`src/ssg_pkg.sv`:
```
// shared constants, types and functions of the sine sample generator
`default_nettype none
package ssg_pkg;

   localparam int PHASE_BITS    = 32;
   localparam int CORDIC_STAGES = 18;
   localparam int ATAN_ENTRIES  = 24;
   localparam int NSTAGES       = (CORDIC_STAGES < ATAN_ENTRIES) ? CORDIC_STAGES : ATAN_ENTRIES;
   localparam int STAGE_W       = $clog2(NSTAGES);
   localparam int ATAN_IDX_W    = $clog2(ATAN_ENTRIES);

   // datapath word of the rotation, wide enough that x, y and z never wrap
   localparam int CORDIC_W = 34;
   localparam int BIT_W    = $clog2(CORDIC_W);

   localparam int AMP_W    = 16;
   localparam int INDEX_W  = 16;
   localparam int WAVE_W   = 17;
   localparam int ANGLE_W  = 32;
   localparam int CSR_W    = 32;

   localparam int ALIGN_LEFT  = (PHASE_BITS >= 32) ? PHASE_BITS - 32 : 0;
   localparam int ALIGN_RIGHT = (PHASE_BITS >= 32) ? 0 : 32 - PHASE_BITS;

   localparam logic [CORDIC_W-1:0] CORDIC_X0   = CORDIC_W'(652032874);
   localparam logic [INDEX_W-1:0]  COUNT_RESET = INDEX_W'(1000);

   typedef enum logic [1:0] {
      CSR_AMPLITUDE       = 2'd0,
      CSR_PHASE_INCREMENT = 2'd1,
      CSR_PHASE_OFFSET    = 2'd2,
      CSR_SAMPLE_COUNT    = 2'd3
   } csr_index_type;

   typedef enum logic [2:0] {
      ST_IDLE,
      ST_PHASE,
      ST_ROTATE,
      ST_SCALE,
      ST_OUTPUT
   } state_type;

   typedef struct packed {
      logic [INDEX_W-1:0] index;
      logic               last;
   } sample_info_type;

   typedef struct packed {
      logic [CORDIC_W-1:0] y;
      logic                negate;
   } cordic_result_type;

   function automatic logic [PHASE_BITS-1:0] align_in(input logic [31:0] v);
      logic [63:0] wide;
      wide = {32'd0, v};
      wide = (wide << ALIGN_LEFT) >> ALIGN_RIGHT;
      return wide[PHASE_BITS-1:0];
   endfunction

   function automatic logic [ANGLE_W-1:0] align_out(input logic [PHASE_BITS-1:0] p);
      logic [63:0] wide;
      wide = 64'(p);
      wide = (wide >> ALIGN_LEFT) << ALIGN_RIGHT;
      return wide[ANGLE_W-1:0];
   endfunction

   // atan(2^-k) in units of 2^-32 turn
   function automatic logic [CORDIC_W-1:0] atan_turn(input logic [ATAN_IDX_W-1:0] k);
      logic [CORDIC_W-1:0] a;
      case (k)
         5'd0:    a = CORDIC_W'(536870912);
         5'd1:    a = CORDIC_W'(316933406);
         5'd2:    a = CORDIC_W'(167458907);
         5'd3:    a = CORDIC_W'(85004756);
         5'd4:    a = CORDIC_W'(42667331);
         5'd5:    a = CORDIC_W'(21354465);
         5'd6:    a = CORDIC_W'(10679838);
         5'd7:    a = CORDIC_W'(5340245);
         5'd8:    a = CORDIC_W'(2670163);
         5'd9:    a = CORDIC_W'(1335087);
         5'd10:   a = CORDIC_W'(667544);
         5'd11:   a = CORDIC_W'(333772);
         5'd12:   a = CORDIC_W'(166886);
         5'd13:   a = CORDIC_W'(83443);
         5'd14:   a = CORDIC_W'(41722);
         5'd15:   a = CORDIC_W'(20861);
         5'd16:   a = CORDIC_W'(10430);
         5'd17:   a = CORDIC_W'(5215);
         5'd18:   a = CORDIC_W'(2608);
         5'd19:   a = CORDIC_W'(1304);
         5'd20:   a = CORDIC_W'(652);
         5'd21:   a = CORDIC_W'(326);
         5'd22:   a = CORDIC_W'(163);
         5'd23:   a = CORDIC_W'(81);
         default: a = '0;
      endcase
      return a;
   endfunction

endpackage
`default_nettype wire

```
`src/sine_sample_generator_unit.sv`:
```
// top level of the sine sample generator: registers, sequencing and output stage
//
// Each accepted req_ beat yields one rsp_ beat with amplitude*sin(phase) rounded to a signed
// integer, the sample's index in its frame, and a last flag on the final sample of the frame.
// The sine comes from a bit-serial CORDIC that rotates one bit of x, y and z per cycle through
// each stage on 34-bit words. A serial multiply then works through the amplitude one bit at a
// time, and the result is rounded, saturated and handed to the output register. The next req_
// beat is taken once the result has moved into the output register, so no new beat is
// accepted while a sample is in progress. A pending result waiting on rsp_stall does not hold up accepting
// the next beat. Registers are written through the csr_ port, which is always ready; write
// them only while the block is idle.
`default_nettype none
module sine_sample_generator_unit
   import ssg_pkg::*;
(
   input  wire logic                     clock,
   input  wire logic                     reset,

   input  wire logic                     req_valid,
   output logic                          req_stall,
   input  wire logic                     req_restart,

   output logic                          rsp_valid,
   input  wire logic                     rsp_stall,
   output logic signed [WAVE_W-1:0]      rsp_wave_value,
   output logic        [INDEX_W-1:0]     rsp_sample_index,
   output logic                          rsp_last,

   input  wire logic                     csr_valid,
   output logic                          csr_ready,
   input  wire logic [1:0]               csr_index,
   input  wire logic [CSR_W-1:0]         csr_data
);

   logic [AMP_W-1:0]   amplitude_ff;
   logic [31:0]        phase_increment_ff;
   logic [31:0]        phase_offset_ff;
   logic [INDEX_W-1:0] sample_count_ff;

   state_type state_ff, state_in;
   logic      accept, cordic_start, scale_start, out_load;

   logic [ANGLE_W-1:0] angle;
   sample_info_type    info;
   logic               cordic_done, scale_done;
   cordic_result_type  cordic_result;
   logic signed [WAVE_W-1:0] wave_value;

   logic                     rsp_valid_ff, rsp_valid_in;
   logic signed [WAVE_W-1:0] wave_ff;
   logic [INDEX_W-1:0]       index_ff;
   logic                     last_ff;

   assign csr_ready = 1'b1;

   always_ff @(posedge clock) begin
      if (reset) begin
         amplitude_ff       <= '0;
         phase_increment_ff <= '0;
         phase_offset_ff    <= '0;
         sample_count_ff    <= COUNT_RESET;
      end else if (csr_valid && csr_ready) begin
         unique case (csr_index_type'(csr_index))
            CSR_AMPLITUDE:       amplitude_ff       <= csr_data[AMP_W-1:0];
            CSR_PHASE_INCREMENT: phase_increment_ff <= csr_data[31:0];
            CSR_PHASE_OFFSET:    phase_offset_ff    <= csr_data[31:0];
            CSR_SAMPLE_COUNT:    sample_count_ff    <= csr_data[INDEX_W-1:0];
         endcase
      end
   end

   assign accept = req_valid && !req_stall;

   always_comb begin
      state_in     = state_ff;
      cordic_start = 1'b0;
      scale_start  = 1'b0;
      out_load     = 1'b0;
      req_stall    = state_ff != ST_IDLE;
      unique case (state_ff)
         ST_IDLE: begin
            if (req_valid) begin
               state_in = ST_PHASE;
            end
         end
         ST_PHASE: begin
            cordic_start = 1'b1;
            state_in     = ST_ROTATE;
         end
         ST_ROTATE: begin
            if (cordic_done) begin
               scale_start = 1'b1;
               state_in    = ST_SCALE;
            end
         end
         ST_SCALE: begin
            if (scale_done) begin
               state_in = ST_OUTPUT;
            end
         end
         ST_OUTPUT: begin
            // wait for the output register to free up
            if (!rsp_valid_ff || !rsp_stall) begin
               out_load = 1'b1;
               state_in = ST_IDLE;
            end
         end
         default: state_in = ST_IDLE;
      endcase
   end

   always_ff @(posedge clock) begin
      if (reset) begin
         state_ff <= ST_IDLE;
      end else begin
         state_ff <= state_in;
      end
   end

   ssg_phase u_phase (
      .clock           (clock),
      .reset           (reset),
      .accept          (accept),
      .restart         (req_restart),
      .phase_increment (phase_increment_ff),
      .phase_offset    (phase_offset_ff),
      .sample_count    (sample_count_ff),
      .angle           (angle),
      .info            (info)
   );

   ssg_cordic u_cordic (
      .clock  (clock),
      .reset  (reset),
      .start  (cordic_start),
      .angle  (angle),
      .done   (cordic_done),
      .result (cordic_result)
   );

   ssg_scale u_scale (
      .clock      (clock),
      .reset      (reset),
      .start      (scale_start),
      .operand    (cordic_result),
      .amplitude  (amplitude_ff),
      .done       (scale_done),
      .wave_value (wave_value)
   );

   always_comb begin
      rsp_valid_in = rsp_valid_ff;
      if (out_load) begin
         rsp_valid_in = 1'b1;
      end else if (!rsp_stall) begin
         rsp_valid_in = 1'b0;
      end
   end

   always_ff @(posedge clock) begin
      if (reset) begin
         rsp_valid_ff <= 1'b0;
      end else begin
         rsp_valid_ff <= rsp_valid_in;
      end
      if (out_load) begin
         wave_ff  <= wave_value;
         index_ff <= info.index;
         last_ff  <= info.last;
      end
   end

   assign rsp_valid        = rsp_valid_ff;
   assign rsp_wave_value   = wave_ff;
   assign rsp_sample_index = index_ff;
   assign rsp_last         = last_ff;

   a_accept_starts : assert property (@(posedge clock) disable iff (reset)
      accept |=> state_ff == ST_PHASE)
      else $error("accepted beat did not start the phase step");

   a_wave_range : assert property (@(posedge clock) disable iff (reset)
      rsp_valid |-> rsp_wave_value != -17'sd65536)
      else $error("sample outside the saturated range");

   a_last_index : assert property (@(posedge clock) disable iff (reset)
      (rsp_valid && rsp_last) |-> rsp_sample_index == sample_count_ff - INDEX_W'(1))
      else $error("last flag on a sample that does not end the frame");

   a_load_free : assert property (@(posedge clock) disable iff (reset)
      out_load |-> (!rsp_valid || !rsp_stall))
      else $error("output register overwritten while stalled");

endmodule
`default_nettype wire

```
`src/ssg_phase.sv`:
```
// phase accumulator and frame index counter
`default_nettype none
module ssg_phase
   import ssg_pkg::*;
(
   input  wire logic                   clock,
   input  wire logic                   reset,
   input  wire logic                   accept,
   input  wire logic                   restart,
   input  wire logic [31:0]            phase_increment,
   input  wire logic [31:0]            phase_offset,
   input  wire logic [INDEX_W-1:0]     sample_count,
   output logic      [ANGLE_W-1:0]     angle,
   output sample_info_type             info
);

   logic [PHASE_BITS-1:0] acc_ff, acc_in;
   logic [INDEX_W-1:0]    index_ff, index_in;
   logic [ANGLE_W-1:0]    angle_ff, angle_in;
   sample_info_type       info_ff, info_in;

   logic [PHASE_BITS-1:0] acc_cur;
   logic [INDEX_W-1:0]    index_cur;
   logic                  is_last;

   always_comb begin
      acc_cur   = restart ? '0 : acc_ff;
      index_cur = restart ? '0 : index_ff;
      is_last   = index_cur == (sample_count - INDEX_W'(1));

      acc_in   = acc_ff;
      index_in = index_ff;
      angle_in = angle_ff;
      info_in  = info_ff;
      if (accept) begin
         angle_in      = align_out(align_in(phase_offset) + acc_cur);
         info_in.index = index_cur;
         info_in.last  = is_last;
         if (is_last) begin
            acc_in   = '0;
            index_in = '0;
         end else begin
            acc_in   = acc_cur + align_in(phase_increment);
            index_in = index_cur + INDEX_W'(1);
         end
      end
   end

   always_ff @(posedge clock) begin
      if (reset) begin
         acc_ff   <= '0;
         index_ff <= '0;
      end else begin
         acc_ff   <= acc_in;
         index_ff <= index_in;
      end
      angle_ff <= angle_in;
      info_ff  <= info_in;
   end

   assign angle = angle_ff;
   assign info  = info_ff;

endmodule
`default_nettype wire

```
`src/ssg_cordic.sv`:
```
// bit-serial cordic rotator, one result bit of x, y and z per cycle
`default_nettype none
module ssg_cordic
   import ssg_pkg::*;
(
   input  wire logic               clock,
   input  wire logic               reset,
   input  wire logic               start,
   input  wire logic [ANGLE_W-1:0] angle,
   output logic                    done,
   output cordic_result_type       result
);

   logic [CORDIC_W-1:0] x_ff, x_in, y_ff, y_in, z_ff, z_in;
   logic [CORDIC_W-1:0] xn_ff, xn_in, yn_ff, yn_in, zn_ff, zn_in;
   logic                cx_ff, cx_in, cy_ff, cy_in, cz_ff, cz_in;
   logic [BIT_W-1:0]    bit_ff, bit_in;
   logic [STAGE_W-1:0]  stage_ff, stage_in;
   logic                run_ff, run_in;
   logic                done_ff, done_in;
   logic                negate_ff, negate_in;

   logic [BIT_W:0]      tap_sum;
   logic [BIT_W-1:0]    tap;
   logic [CORDIC_W-1:0] atan_w;
   logic                dir, last_bit, last_stage;
   logic                xs, ys, ab, bx, by, bz, kx, ky, kz, sx, sy, sz;
   logic [ANGLE_W-1:0]  folded;

   always_comb begin
      // arithmetic right shift by the stage number: tap saturates at the sign bit
      tap_sum    = (BIT_W+1)'(bit_ff) + (BIT_W+1)'(stage_ff);
      tap        = (tap_sum > (BIT_W+1)'(CORDIC_W - 1)) ? BIT_W'(CORDIC_W - 1)
                                                        : tap_sum[BIT_W-1:0];
      atan_w     = atan_turn(ATAN_IDX_W'(stage_ff));
      dir        = ~z_ff[CORDIC_W-1];
      last_bit   = bit_ff == BIT_W'(CORDIC_W - 1);
      last_stage = stage_ff == STAGE_W'(NSTAGES - 1);

      xs = x_ff[tap];
      ys = y_ff[tap];
      ab = atan_w[bit_ff];

      // subtraction as add of the inverted bit with carry in of one
      bx = dir ? ~ys : ys;
      by = dir ? xs : ~xs;
      bz = dir ? ~ab : ab;
      kx = (bit_ff == '0) ? dir  : cx_ff;
      ky = (bit_ff == '0) ? ~dir : cy_ff;
      kz = (bit_ff == '0) ? dir  : cz_ff;

      sx = x_ff[bit_ff] ^ bx ^ kx;
      sy = y_ff[bit_ff] ^ by ^ ky;
      sz = z_ff[bit_ff] ^ bz ^ kz;

      folded = angle;
      folded[ANGLE_W-1] = angle[ANGLE_W-1] ^ (angle[ANGLE_W-1] ^ angle[ANGLE_W-2]);

      x_in      = x_ff;
      y_in      = y_ff;
      z_in      = z_ff;
      xn_in     = xn_ff;
      yn_in     = yn_ff;
      zn_in     = zn_ff;
      cx_in     = cx_ff;
      cy_in     = cy_ff;
      cz_in     = cz_ff;
      bit_in    = bit_ff;
      stage_in  = stage_ff;
      run_in    = run_ff;
      done_in   = 1'b0;
      negate_in = negate_ff;

      if (start) begin
         x_in      = CORDIC_X0;
         y_in      = '0;
         z_in      = CORDIC_W'($signed(folded));
         negate_in = angle[ANGLE_W-1] ^ angle[ANGLE_W-2];
         bit_in    = '0;
         stage_in  = '0;
         run_in    = 1'b1;
      end else if (run_ff) begin
         cx_in = (x_ff[bit_ff] & bx) | (x_ff[bit_ff] & kx) | (bx & kx);
         cy_in = (y_ff[bit_ff] & by) | (y_ff[bit_ff] & ky) | (by & ky);
         cz_in = (z_ff[bit_ff] & bz) | (z_ff[bit_ff] & kz) | (bz & kz);
         xn_in = {sx, xn_ff[CORDIC_W-1:1]};
         yn_in = {sy, yn_ff[CORDIC_W-1:1]};
         zn_in = {sz, zn_ff[CORDIC_W-1:1]};
         if (last_bit) begin
            x_in   = xn_in;
            y_in   = yn_in;
            z_in   = zn_in;
            bit_in = '0;
            if (last_stage) begin
               run_in  = 1'b0;
               done_in = 1'b1;
            end else begin
               stage_in = stage_ff + STAGE_W'(1);
            end
         end else begin
            bit_in = bit_ff + BIT_W'(1);
         end
      end
   end

   always_ff @(posedge clock) begin
      if (reset) begin
         run_ff  <= 1'b0;
         done_ff <= 1'b0;
      end else begin
         run_ff  <= run_in;
         done_ff <= done_in;
      end
      x_ff      <= x_in;
      y_ff      <= y_in;
      z_ff      <= z_in;
      xn_ff     <= xn_in;
      yn_ff     <= yn_in;
      zn_ff     <= zn_in;
      cx_ff     <= cx_in;
      cy_ff     <= cy_in;
      cz_ff     <= cz_in;
      bit_ff    <= bit_in;
      stage_ff  <= stage_in;
      negate_ff <= negate_in;
   end

   assign done          = done_ff;
   assign result.y      = y_ff;
   assign result.negate = negate_ff;

endmodule
`default_nettype wire

```
`src/ssg_scale.sv`:
```
// serial amplitude multiply, one amplitude bit per cycle, then round and saturate
`default_nettype none
module ssg_scale
   import ssg_pkg::*;
(
   input  wire logic               clock,
   input  wire logic               reset,
   input  wire logic               start,
   input  wire cordic_result_type  operand,
   input  wire logic [AMP_W-1:0]   amplitude,
   output logic                    done,
   output logic signed [WAVE_W-1:0] wave_value
);

   localparam int ACC_W = AMP_W + CORDIC_W;
   localparam int CNT_W = $clog2(AMP_W);
   localparam int MAG_W = ACC_W - 30;

   logic [ACC_W-1:0]  acc_ff, acc_in, mcand_ff, mcand_in;
   logic [AMP_W-1:0]  amp_ff, amp_in;
   logic [CNT_W-1:0]  cnt_ff, cnt_in;
   logic              run_ff, run_in, fin_ff, fin_in, done_ff, done_in;
   logic              neg_ff, neg_in;
   logic [WAVE_W-1:0] wave_ff, wave_in;

   logic [CORDIC_W-1:0] y_abs;
   logic [ACC_W-1:0]    rounded;
   logic [MAG_W-1:0]    mag;
   logic [AMP_W-1:0]    sat;

   always_comb begin
      y_abs   = operand.y[CORDIC_W-1] ? -operand.y : operand.y;
      rounded = acc_ff + (ACC_W'(1) << 29);
      mag     = rounded[ACC_W-1:30];
      sat     = (mag > MAG_W'(65535)) ? AMP_W'(65535) : mag[AMP_W-1:0];

      acc_in   = acc_ff;
      mcand_in = mcand_ff;
      amp_in   = amp_ff;
      cnt_in   = cnt_ff;
      run_in   = run_ff;
      fin_in   = 1'b0;
      done_in  = 1'b0;
      neg_in   = neg_ff;
      wave_in  = wave_ff;

      if (start) begin
         acc_in   = '0;
         mcand_in = ACC_W'(y_abs);
         amp_in   = amplitude;
         cnt_in   = '0;
         run_in   = 1'b1;
         neg_in   = operand.negate ^ operand.y[CORDIC_W-1];
      end else if (run_ff) begin
         if (amp_ff[0]) begin
            acc_in = acc_ff + mcand_ff;
         end
         mcand_in = mcand_ff << 1;
         amp_in   = amp_ff >> 1;
         cnt_in   = cnt_ff + CNT_W'(1);
         if (cnt_ff == CNT_W'(AMP_W - 1)) begin
            run_in = 1'b0;
            fin_in = 1'b1;
         end
      end else if (fin_ff) begin
         wave_in = neg_ff ? -{1'b0, sat} : {1'b0, sat};
         done_in = 1'b1;
      end
   end

   always_ff @(posedge clock) begin
      if (reset) begin
         run_ff  <= 1'b0;
         fin_ff  <= 1'b0;
         done_ff <= 1'b0;
      end else begin
         run_ff  <= run_in;
         fin_ff  <= fin_in;
         done_ff <= done_in;
      end
      acc_ff   <= acc_in;
      mcand_ff <= mcand_in;
      amp_ff   <= amp_in;
      cnt_ff   <= cnt_in;
      neg_ff   <= neg_in;
      wave_ff  <= wave_in;
   end

   assign done       = done_ff;
   assign wave_value = $signed(wave_ff);

endmodule
`default_nettype wire
```
`config.mk`:
```
export PLATFORM = sky130hd
export DESIGN_NAME = sine_sample_generator_unit
export DESIGN_NICKNAME = d
export VERILOG_FILES = /design/src/ssg_pkg.sv /design/src/sine_sample_generator_unit.sv /design/src/ssg_phase.sv /design/src/ssg_cordic.sv /design/src/ssg_scale.sv
export SDC_FILE = /design/constraint.sdc
export NUM_CORES = 1
export LEC_CHECK = 0
export ABC_AREA = 1
export ABC_CLOCK_PERIOD_IN_PS = 5400
export BUFFER_PORTS_ARGS = -buffer_cell sky130_fd_sc_hd__buf_2
export CAP_MARGIN = 0
export CORE_ASPECT_RATIO = 1.2
export CORE_MARGIN = 2
export CORE_UTILIZATION = 25
export DETAILED_ROUTE_END_ITERATION = 8
export PLACE_DENSITY_LB_ADDON = 0.12
export SYNTH_ARGS = -nofsm -noshare
export SYNTH_HDL_FRONTEND = slang
export SYNTH_SLANG_ARGS = --single-unit
```
`constraint.sdc`:
```
create_clock -name clock -period 5.4 [get_ports clock]
set_input_delay 1.62 -clock clock [delete_from_list [all_inputs] [get_ports clock]]
set_output_delay 1.62 -clock clock [all_outputs]
set_load 0.05 [all_outputs]
```
==> results of run 1 <==
[routing by layer]
| layer | vias to the layer above | global-route usage, % |
|---|---|---|
| met5 | - | 0 |
| met4 | 0 | 5.14 |
| met3 | 131 | 1.94 |
| met2 | 429 | 25.8 |
| met1 | 12800 | 19.9 |
| li1 | 14000 | - |
[power by group]
group / switching [mW] / total (mW) / leakage [nW] / internal (mW)
combinational: 2.02 / 2.75 / 9.80 / 0.728
sequential: 0.244 / 5.90 / 5.36 / 5.66
clock: 2.24 / 5.27 / 1.23 / 3.03
total: 4.50 / 13.9 / 16.4 / 9.42
[layout make-up]
| class | instances | share of cell area (%) |
|---|---|---|
| flip-flops and latches | 620 | 39.9 |
| multi-input cells | 2927 | 41.1 |
| inverters | 487 | 4.79 |
| well taps | 1788 | 5.83 |
| repair buffers | 117 | 1.80 |
| clock inverters | 41 | 1.26 |
| clock buffers | 101 | 5.39 |
[kinds of logic (layout without fill, tap and decap cells)]
group	count (synthesis)	after routing	synth area share (%)
simple gates	1756	1756	22.5
compound gates	853	853	14.4
buf+inv	640	746	7.45
flops	620	620	45.7
xor+xnor	176	176	4.63
fa+ha+maj	141	141	5.43
other cells	1	1	0.0112
[cell usage after synthesis (all sizes together) (3+ instances only)]
cell type and count:
a2111oi 3, a21boi 17, a21o 17, a21oi 255
a221oi 5, a22o 11, a31o 4, a31oi 23
a32o 3, buf 32, clkbuf 121, clkinv 6
dfxtp 332, edfxtp 288, fa 7, ha 134
inv 481, nand2 913, nand3 220, nand3b 7
nand4 57, nor2 484, nor3 60, nor4 4
o211ai 22, o21a 6, o21ai 397, o21bai 43
o221ai 9, o22a 10, o22ai 19, o311ai 3
or2 6, xnor2 36, xor2 140
[worst register-to-register path: cells and delay by family (launching register included)]
| family | cells | cell delay (ns) |
|---|---|---|
| AO/OA/AOI/OAI | 2 | 0.22 |
| adder cells (fa/ha/maj) | 3 | 1.15 |
| buffers and inverters | 2 | 0.44 |
| flip-flops | 1 | 0.41 |
| AND/OR/NAND/NOR | 17 | 1.99 |
[stage by stage]
stage,area [um^2],utilization [%],worst slack (ns),instances
2_1_floorplan,33500,-,1.07,4187
3_3_place_gp,35800,26.9,0.674,5939
3_5_place_dp,35800,26.9,0.701,5939
4_1_cts,38400,28.8,1.13,6081
5_1_grt,38400,28.8,0.563,6081
6_report,38400,28.8,1.16,6081
[flip-flops by register name (all words and copies together), names as in the netlist, 33 cells and up]
register	cells
u_cordic.z_ff	34
u_cordic.xn_ff	33
u_cordic.zn_ff	33
u_cordic.x_ff	34
u_cordic.y_ff	34
u_scale.mcand_ff	50
u_scale.acc_ff	50
u_cordic.yn_ff	33
[final timing paths]
kind,depth (start not counted),endpoint,from
min,0,rsp_wave_value[13],u_scale.wave_value[13]
max reg2reg,24,u_cordic.x_ff[33],u_cordic.stage_ff[0]
min reg2reg,0,rsp_wave_value[13],u_scale.wave_value[13]
max,24,u_cordic.x_ff[33],u_cordic.stage_ff[0]
==> reports/summary.md, run 1 <==
The clock tree synthesis step divided the H-tree into 3 levels. The final-layout worst hold slack is 0.417 ns. The multi-input combinational cells in the finished layout cover a total of 15700 um^2. The detailed router put a total of 48.8 mm of wire on met1.

The tool flagged a number of max-cap violations equal to 0. The congestion estimate from routability-driven global placement came to 0.842. The synthesis-to-layout area growth is 14.6%.

The completed layout was analyzed and its total power is 13.9 mW. Number of setup buffers added after CTS: 0. STA classifies the critical path startpoint as a flop. The number of antenna violations at the first check in global routing was 2. The first-pass GRT wire length was 164 mm; the net count reported at finish was 4411. Synthesis produced a netlist with a net count of 4368. The run gives 0 as the hold buffer count at CTS. 0 antenna diodes ended up in the layout. The highest metal layer with signal wires was met4. Entering global routing, the biggest net connects 96 pins.

The cell sitting at the root of the clock tree is a sky130_fd_sc_hd__clkbuf_16. The run finished with clean final reports. The post-synth design cell area was 33500 um^2; the fraction of synthesis flops using an asynchronous set or reset pin was 0%.

The die covers 137000 um^2. In this run the static leakage power is 16.4 nW. Across every metal layer, demand over resource in global routing totals 15.2%. Measured against its own limit, the worst slew margin works out to 26.7%. 77 I/O pins were placed. The top cell type by area accounts for 25.8% of the synthesized area.

Synthesis inferred 620 register bits. Clock-pin slew was measured on the worst setup and hold paths at 0.07 ns. The number of pins with negative max-slew slack in the final report came out at 0.

Dividing the final minimum period by the clock period gives 78.5%. The average via count per standard cell was 4.51; the proportion of synthesized chip area in sequential cells was 45.7%. Actual transition at the worst max-transition pin: 1.10 ns. The endpoint class of the critical path was a flop. The signal on the critical path passes through ha_1 > inv_1 > fa_1 > nand3b_1 > nand2_1 > nand2_1 > nand2_1 > nand3_1 > nand2_4 > nand3_2 > buf_4 > nand2_1 > nand3_1 > nand2_1 > nand2_1 > nand2_1 > nand2_1 > nand2_1 > nand3_1 > nand3_1 > nand2_1 > fa_1 > o21ai_0 > a21oi_1. Once the floorplan was initialized, standard cells occupied 25.1% of the core.

For the arrival time at the worst endpoint, the log shows 4.86 ns. TritonCTS built the clock tree. Setup violations remaining at the end of the flow were counted as 0.

The number of buffers and inverters on the critical path is 2. After floorplanning, the core was divided into 147 placement rows. Adding up every negative setup slack in the final design gives 0 ns. Synthesis handed over a netlist of 4187 instances. Leaving out fill and tap cells, the most frequent cell in the layout is sky130_fd_sc_hd__nand2_1. Clock skew: 0.0466 ns. For flop-to-flop paths, the worst setup slack is 1.16 ns. The required time reported for the critical path endpoint is 6.02 ns, and the overall die height is 405 um. For the worst-skew pair, the clock arrives at the later sink with an insertion delay of 0.70 ns. The detailed router finished its first iteration with 1585 violations. In the post-synthesis netlist, the biggest area contributors are sky130_fd_sc_hd__edfxtp_1 (26%), sky130_fd_sc_hd__dfxtp_1 (20%), sky130_fd_sc_hd__nand2_1 (10%).

Detailed routing inserted a total of 27400 vias. The share of final-layout standard cells stronger than drive strength 1 came out at 8.39%. In the layout the commonest cells are sky130_fd_sc_hd__nand2_1 (901), sky130_fd_sc_hd__inv_1 (461), sky130_fd_sc_hd__nor2_1 (451), sky130_fd_sc_hd__o21ai_0 (374), sky130_fd_sc_hd__dfxtp_1 (331). The horizontal die dimension was 338 um. The post-route minimum period was 4.24 ns; the register cell area after layout was 15300 um^2. The class of the tightest hold or removal check was flop to flop. For this run, the slowest stage of the critical path takes 0.54 ns. The cell that appears most often on the critical path is sky130_fd_sc_hd__nand2_1.

In this run, post-CTS repair resized a total of 0 instances. During placement, the flow inserted port buffers numbering 75. The hold violation count in the final report was 0.

Of all cell types, the one taking the most synthesized area is sky130_fd_sc_hd__edfxtp_1. The count of nets left with antenna violations once routing finished came out at 0. In the detailed route, the total length drawn on met3 is 3.37 mm. For the maximum ir drop on the vdd rail, the log shows 222 uV. Setup repair after global routing left no endpoint under its margin. The area of the core is 133000 um^2. The detailed-router iteration count before antenna repair was 5. The logs give 0 for the yosys synthesis warning count and 14500 for the filler cell count. The synthesized netlist contains 70 unique library cells.

Dividing total power by cell area gives a power density of 363 nW/um^2. The via count of the first global-routing pass is 27900. Global routing finished with a remaining overflow of 0.

The worst-path cell with the longest stage delay was sky130_fd_sc_hd__fa_1. The average cell area after synthesis works out to 8.00 um^2. The final layout contains routed wiring with a total length of 104 mm. Counting flops with a built-in enable in the synthesized netlist gives 288. The critical path class was flop to flop. Once detailed placement completed, the half-perimeter wirelength came to 74.5 mm. The most used flip-flop cell after synthesis is sky130_fd_sc_hd__dfxtp_1.

Number of CTS-inserted buffers: 77. The worst-case clock buffer depth was 3; the maximum fanout encountered on the critical timing path was 23. The average routed wire per standard cell works out to 17.1 um. The total clock sinks is 620. The DRC violations left was 0. Wire segments on met2 add up to 48.7 mm in the final route. The run gives 0.236 GHz as the highest clock rate.

The cell family contributing the most delay on the critical path is simple AND/OR/NAND/NOR gates.
(Power assumes the default switching activity.)
==> inputs of run 2 (changes only) <==
- ABC_CLOCK_PERIOD_IN_PS: 5400 -> 4380
- clock period: 5.4 -> 4.38 ns (I/O delays scaled with it)
==> run 2 against run 1 <==
Global-route usage barely moved. Critical path depth did not move. Clock-buffer cell count rose by 9. Design area rose by 0.18%. Combinational power rose by 26%. Power rose by 22%. Maximum frequency rose by 8.0%. Sequential power rose by 23%. Cell count rose by 0.16%. Largest cell class unchanged.
==> reports/summary.md, run 2 (synthesis results as in run 1) <==
Number of buffers inserted by port buffering: 75 (unchanged). The clock-pin slew of the registers on the worst-case setup and hold paths was 0.06 ns (about the same); the final weighted congestion in routability-driven placement was 0.851 (+1.1%). The number of pins with negative max-slew slack in the final report was 0 (unchanged); the final-layout worst hold slack was 0.417 ns (-0.000848 ns). In the layout the commonest cells are sky130_fd_sc_hd__nand2_1 (901), sky130_fd_sc_hd__inv_1 (461), sky130_fd_sc_hd__nor2_1 (451), sky130_fd_sc_hd__o21ai_0 (374), sky130_fd_sc_hd__dfxtp_1 (331).

For the number of primary I/O pins, the log shows 77 (unchanged). The combinational share of power was 20.3% (+0.5 points). The run gives 1 (-1) as the number of antenna violations at the first check in global routing. The actual transition at the worst max-transition pin is 0.937 ns (-0.163 ns). The arrival time at the worst endpoint was 4.44 ns (-0.42 ns). In the final layout, the registers with the most flip-flops are u_scale.acc_ff x50, u_scale.mcand_ff x50. For the total track usage, the log shows 15.2% (-0.032 points). The run gives 37.5% (+11 points) as the worst slew margin relative to its limit.

The tools report the sequential power share as 42.7% (+0.3 points). The via count was 27500 (+0.46%). The met3 usage is 1.87% (-0.077 points), and the total clock sinks is 620 (unchanged).

The class of the tightest hold or removal check is flop to flop. The average routed wire per standard cell is 17.0 um (-0.27%), and the max-cap check violation count is 0 (unchanged). The maximum fanout encountered on the critical timing path is 19 (-17%). Worst-case clock buffer depth: 3 (unchanged). Average via count per standard cell: 4.52 (+0.30%). For the pin count of the biggest net entering global routing, the log shows 127 (+32%).

The latest clock arrival within the worst-skew pair was 0.66 ns (-0.04 ns); the starting density of the core was 25.1% (unchanged). The final period utilization is 89.6% (+11 points). The area growth from synthesis to layout is 14.8%. The hold violation count in the final report was 0 (unchanged); the first-pass GRT wire length was 163 mm (-0.53%).

For the net switching power, the log shows 5.43 mW (+20%). The worst setup path is launched from a flop. For the final count of negative-setup-slack endpoints, the log shows 0 (unchanged). The required time reported for the critical path endpoint is 4.90 ns (-1.12 ns), and the total routed wirelength is 104 mm (-0.11%).

Setup TNS: 0 ns (unchanged). Leaving out fill and tap cells, the most frequent cell in the layout is sky130_fd_sc_hd__nand2_1. The logs give 14500 (+0.076%) for the filler cell count and 3 (unchanged) for the H-tree depth. Setup repair after global routing left no endpoint under its margin. The number of antenna cells inserted was 0 (unchanged); the violation count after the first detailed-route iteration was 1598 (+0.82%). The DRC violations left was 0 (unchanged).

The tools report the endpoint class of the critical path as a flop. The met1 usage in global routing was 20.3% (+0.33 points); the leakage power figure was 16.4 nW (+0.33%). The setup path with the least slack is of type flop to flop. The share of final-layout standard cells stronger than drive strength 1 came out at 8.55% (+0.17 points). The logs give 11.6 mW (+23%) for the internal power summed over all cells and 15300 um^2 (unchanged) for the register cell area after layout. The post-cts sizing count is 0 (unchanged), and the number of CTS-inserted buffers is 75 (-2.6%). The relative contribution of the clock network to total power was 36.9% (-0.9 points). For the via count of the first global-routing pass, the log shows 27500 (-1.2%).

The horizontal die dimension is 338 um (unchanged). The detailed-router iteration count before antenna repair is 8 (+3). The layer flagged by global routing as most heavily used is met2. The run gives 0 (unchanged) as the remaining global-route overflow. The detailed-placement wirelength estimate was 74.3 mm (-0.25%); the post-route minimum period was 3.93 ns (-0.313 ns).

Maximum ir drop on the vdd rail: 371 uV (+67%). TritonCTS built the clock tree. The number of setup buffers added after CTS is 0 (unchanged). Highest clock rate: 0.255 GHz (+8.0%). The run gives 0 (unchanged) as the hold buffer count at CTS. The run finished with clean final reports. The area of the core was 133000 um^2 (unchanged); the power density over the cells was 443 nW/um^2 (+22%).

The overall die height was 405 um (unchanged). The tools report the area of the die as 137000 um^2 (unchanged). The root buffer selected by CTS is sky130_fd_sc_hd__clkbuf_16.

The area of the multi-input gates is 15700 um^2 (unchanged). The switching fraction of total power was 31.9% (-0.48 points); the clock skew was 0.0270 ns (-0.0196 ns). The tools report the number of routed nets with antenna violations as 0 (unchanged).

The global-route met2 utilization was 25.4% (-0.40 points); the standard-cell row count was 147 (unchanged). The run gives 4424 (+0.29%) as the net count reported at finish.
run 2: changes by cell type in the layout (fill, tap and decap cells not counted), sizes merged:
cell,previous run,this run
buf,117,132
bufinv,6,5
clkbuf,101,110
clkinv,31,19
clkinvlp,6,4
inv,485,486
run 2: power by group through the flow:
stage / logic, mW / registers (mW) / clock network [mW]
2_1_floorplan: 2.27 / 7.32 / 0
3_3_place_gp: 3.55 / 7.40 / 0
3_5_place_dp: 3.54 / 7.40 / 0
4_1_cts: 3.56 / 7.28 / 6.54
5_1_grt: 3.92 / 7.34 / 6.76
6_report: 3.46 / 7.27 / 6.28
run 2: per-stage QoR:
step / setup slack (ns) / instance area [um^2] / cells / power [mW] / utilization (%)
after global placement: 0.0902 / 36000 / 5954 / 10.9 / 27.0
after floorplan: 0.351 / 33500 / 4187 / 9.59 / -
after global routing: 0.00572 / 38400 / 6091 / 18.0 / 28.8
after detailed placement: 0.0779 / 36000 / 5954 / 10.9 / 27.0
final: 0.454 / 38400 / 6091 / 17.0 / 28.8
after CTS: 0.429 / 38400 / 6091 / 17.4 / 28.8
run 2: cell type report:
class / count / share of cell area, %
Sequential cell: 620 / 39.8
Multi-Input combinational cell: 2927 / 41.0
Inverter: 487 / 4.78
Clock inverter: 27 / 0.791
Timing Repair Buffer: 132 / 2.29
Clock buffer: 110 / 5.54
Tap cell: 1788 / 5.82
run 2: worst max-delay path: stages, from the launching register on:
cell and delay [ns]:
sky130_fd_sc_hd__dfxtp_1 0.43, sky130_fd_sc_hd__ha_1 0.23, sky130_fd_sc_hd__inv_1 0.06, sky130_fd_sc_hd__fa_1 0.39, sky130_fd_sc_hd__nand3b_1 0.19, sky130_fd_sc_hd__nand2_1 0.08
sky130_fd_sc_hd__nand2_1 0.06, sky130_fd_sc_hd__nand2_1 0.08, sky130_fd_sc_hd__nand3_1 0.11, sky130_fd_sc_hd__nand2_4 0.25, sky130_fd_sc_hd__nand2_1 0.12, sky130_fd_sc_hd__inv_1 0.10
sky130_fd_sc_hd__nand2_1 0.08, sky130_fd_sc_hd__nor2_1 0.20, sky130_fd_sc_hd__inv_1 0.10, sky130_fd_sc_hd__a21oi_1 0.14, sky130_fd_sc_hd__nor2_1 0.07, sky130_fd_sc_hd__nand2_1 0.09
sky130_fd_sc_hd__nand2_1 0.06, sky130_fd_sc_hd__nand2_1 0.05, sky130_fd_sc_hd__nand3_1 0.06, sky130_fd_sc_hd__nand2_1 0.15, sky130_fd_sc_hd__fa_1 0.45, sky130_fd_sc_hd__o21ai_0 0.17
sky130_fd_sc_hd__a21oi_1 0.05
run 2: worst paths after layout:
kind,startpoint,endpoint,slack [ns],cells past startpoint
min reg2reg,u_phase.info[1],rsp_sample_index[0],0.42,0
max reg2reg,u_cordic.stage_ff[0],u_cordic.y_ff[33],0.45,24
min,u_phase.info[1],rsp_sample_index[0],0.42,0
max,u_cordic.stage_ff[0],u_cordic.y_ff[33],0.45,24
run 2: per-layer routing:
layer  up-vias  routed length [um]
li1      14100                   -
met2       407               48900
met3       117                3260
met5         -                   0
met4         0                2560
met1     13000               48900
==> inputs of run 3 (changes only) <==
- MAX_ROUTING_LAYER: unset -> met4
==> run 3 against run 2 <==
Register-to-register slack worse by 0.02 ns. Power is 2.1% higher. Worst setup slack got worse by 0.016 ns. Critical endpoint unchanged. Largest cell class unchanged. Largest power group unchanged.
==> reports/summary.md, run 3 (synthesis results as in run 1) <==
Violation count after the first detailed-route iteration: 1543 (-3.4%). The tools report the number of CTS-inserted buffers as 77 (+2.7%). The pin count of the biggest net entering global routing was 151 (+19%). Among the stages of the critical path, the cell type that occurs most often is sky130_fd_sc_hd__nand2_1. The post-route minimum period was 3.94 ns (+0.0156 ns); the clock-pin slew of the registers on the worst-case setup and hold paths was 0.06 ns (about the same).

The maximum ir drop on the vdd rail is 283 uV (-24%). The met1 layer wirelength in the final routing was 49.2 mm (+0.64%). The logs give 4429 (+0.11%) for the net count reported at finish and 27500 (-0.054%) for the via count.

The run gives 15.7% (+0.50 points) as the total track usage. In this run the top signal layer used is met4. The run gives 16.5 nW (+0.59%) as the leakage power figure. The tools report the final weighted congestion in routability-driven placement as 0.889 (+4.4%).

The H-tree depth is 3 (unchanged). Max-cap check violation count: 0 (unchanged). Share of final-layout standard cells stronger than drive strength 1: 8.75% (+0.19 points).

The tools report the critical path startpoint category as a flop. The tools report the first-pass GRT wire length as 164 mm (+0.58%). Clock tree synthesis selected as its root buffer the cell sky130_fd_sc_hd__clkbuf_16. The library cell used most frequently in the layout, excluding fill and tap cells, is sky130_fd_sc_hd__nand2_1. The number of buffers inserted by port buffering is 75 (unchanged).

The number of pins with negative max-slew slack in the final report was 0 (unchanged). The run gives 0 (unchanged) as the number of setup buffers added after CTS. Share of the core filled with cells in the final layout: 28.9% (+0.12 points). The worst setup path is captured at a flop. The required time reported for the critical path endpoint was 4.89 ns (about the same); the average routed wire per standard cell was 17.0 um (+0.16%). The hold violation count in the final report is 0 (unchanged), and the post-cts sizing count is 0 (unchanged). The final period utilization works out to 90.0% (+0.36 points). The worst hold path belongs to the class flop to flop. Area of the die: 137000 um^2 (unchanged).

Walking the worst path, the cells encountered are ha_1 > inv_1 > fa_1 > nand3b_1 > nand2_1 > nand2_1 > nand2_1 > nand3_1 > nand2_4 > nand3_4 > inv_2 > nand3_1 > a21oi_1 > nor2_1 > nand2_1 > nand3_1 > nand3_1 > nand2_1 > fa_1 > o21ai_0 > a21oi_1. The number of routed nets with antenna violations is 0 (unchanged). In the final layout, the registers with the most flip-flops are u_scale.acc_ff x50, u_scale.mcand_ff x50.

The worst slew margin relative to its limit came out at 38.3% (+0.83 points). For the total clock sinks, the log shows 620 (unchanged). Relative to the synthesized area, the layout overhead comes to 15.3%.

The horizontal die dimension works out to 338 um (unchanged). TritonCTS built the clock tree. The actual transition at the worst max-transition pin is 0.925 ns (-0.0114 ns), and the detailed route wirelength on metal3 is 3.26 mm (+0.12%). The starting density of the core was 25.1% (unchanged); the remaining global-route overflow was 0 (unchanged). The average via count per standard cell is 4.51 (-0.20%). For the detailed-router iteration count before antenna repair, the log shows 5 (-3). The number of primary I/O pins is 77 (unchanged), and the total routed wirelength is 104 mm (+0.31%). The number of antenna violations at the first check in global routing was 1 (unchanged); the total placed instance area was 36000 um^2 (about the same).

The critical path class is flop to flop. The detailed-placement wirelength estimate was 74.3 mm (about the same). The run finished with clean final reports. The maximum fanout encountered on the critical timing path was 13 (-6); the setup TNS was 0 ns (unchanged). Setup repair after global routing left no endpoint under its margin. Routed length on met2: 49.2 mm (+0.51%). The final count of negative-setup-slack endpoints is 0 (unchanged), and the worst-case clock buffer depth is 3 (unchanged). For the via count of the first global-routing pass, the log shows 27500 (+0.0036%). The overall die height was 405 um (unchanged). For the standard-cell row count, the log shows 147 (unchanged). The logs give 0.66 ns (about the same) for the latest clock arrival within the worst-skew pair and 0 (unchanged) for the DRC violations left.

The logs give 0.254 GHz (-0.40%) for the highest clock rate and 0 (unchanged) for the hold buffer count at CTS. For the area of the core, the log shows 133000 um^2 (unchanged). The run gives 4.45 ns (about the same) as the arrival time at the worst endpoint.

The reg2reg setup slack was 0.44 ns (-0.02 ns). The clock skew was 0.0309 ns (+0.00391 ns); the largest stage delay on the critical path was 0.50 ns (+0.05 ns). Worst-path cell with the longest stage delay: sky130_fd_sc_hd__fa_1.

The tools report the post-route standard cell area excluding fillers as 38600 um^2 (+0.42%). The library cells used most frequently in the layout, excluding fill and tap cells, are sky130_fd_sc_hd__nand2_1 (901), sky130_fd_sc_hd__inv_1 (461), sky130_fd_sc_hd__nor2_1 (451), sky130_fd_sc_hd__o21ai_0 (374), sky130_fd_sc_hd__dfxtp_1 (331). The power density over the cells works out to 450 nW/um^2 (+1.7%).
run 3: per-stage QoR:
stage               total power [mW]  cells  setup WS (ns)  hold WS, ns
floorplan                       9.59   4187          0.351        0.400
global placement                10.9   5957          0.142        0.402
detailed placement              10.9   5957          0.132        0.406
CTS                             17.8   6099          0.353        0.415
global route                    18.4   6099         0.0394        0.414
finish                          17.4   6100          0.438        0.411
run 3: path summary, 6_finish.rpt:
path,endpoint,depth (start not counted),startpoint
setup / recovery,u_cordic.y_ff[33],21,u_cordic.stage_ff[0]
setup reg to reg,u_cordic.y_ff[33],21,u_cordic.stage_ff[0]
hold / removal,rsp_wave_value[4],0,u_scale.wave_value[4]
hold reg to reg,rsp_wave_value[4],0,u_scale.wave_value[4]
run 3: report_power, final:
| group | total (mW) | switching (mW) | internal (mW) | leakage (nW) |
|---|---|---|---|---|
| sequential | 7.27 | 0.296 | 6.97 | 5.36 |
| combinational | 3.45 | 2.51 | 0.939 | 9.91 |
| clock | 6.66 | 2.67 | 3.99 | 1.28 |
run 3: area by class of cell:
type                       instances  area (um^2)
fill                           14500        94800
multi-input combinational       2927        15700
antenna                            1         2.50
tap                             1788         2240
sequential                       620        15300
timing repair buffer             135          876
clock inverter                    35          433
inverter                         487         1840
clock buffer                     107         2160
run 3: critical path, delay by kind of cell, from the launching register on:
kind / cells / cell delay [ns]
simple gates: 13 / 1.51
fa+ha+maj: 3 / 1.13
flops: 1 / 0.42
compound gates: 3 / 0.40
buf+inv: 2 / 0.34
run 3: routing by layer:
metal	global-route usage [%]	vias up
met1	20.4	12900
met2	25.6	437
met4	4.59	0
li1	-	14000
met3	1.83	122
met5	-	-
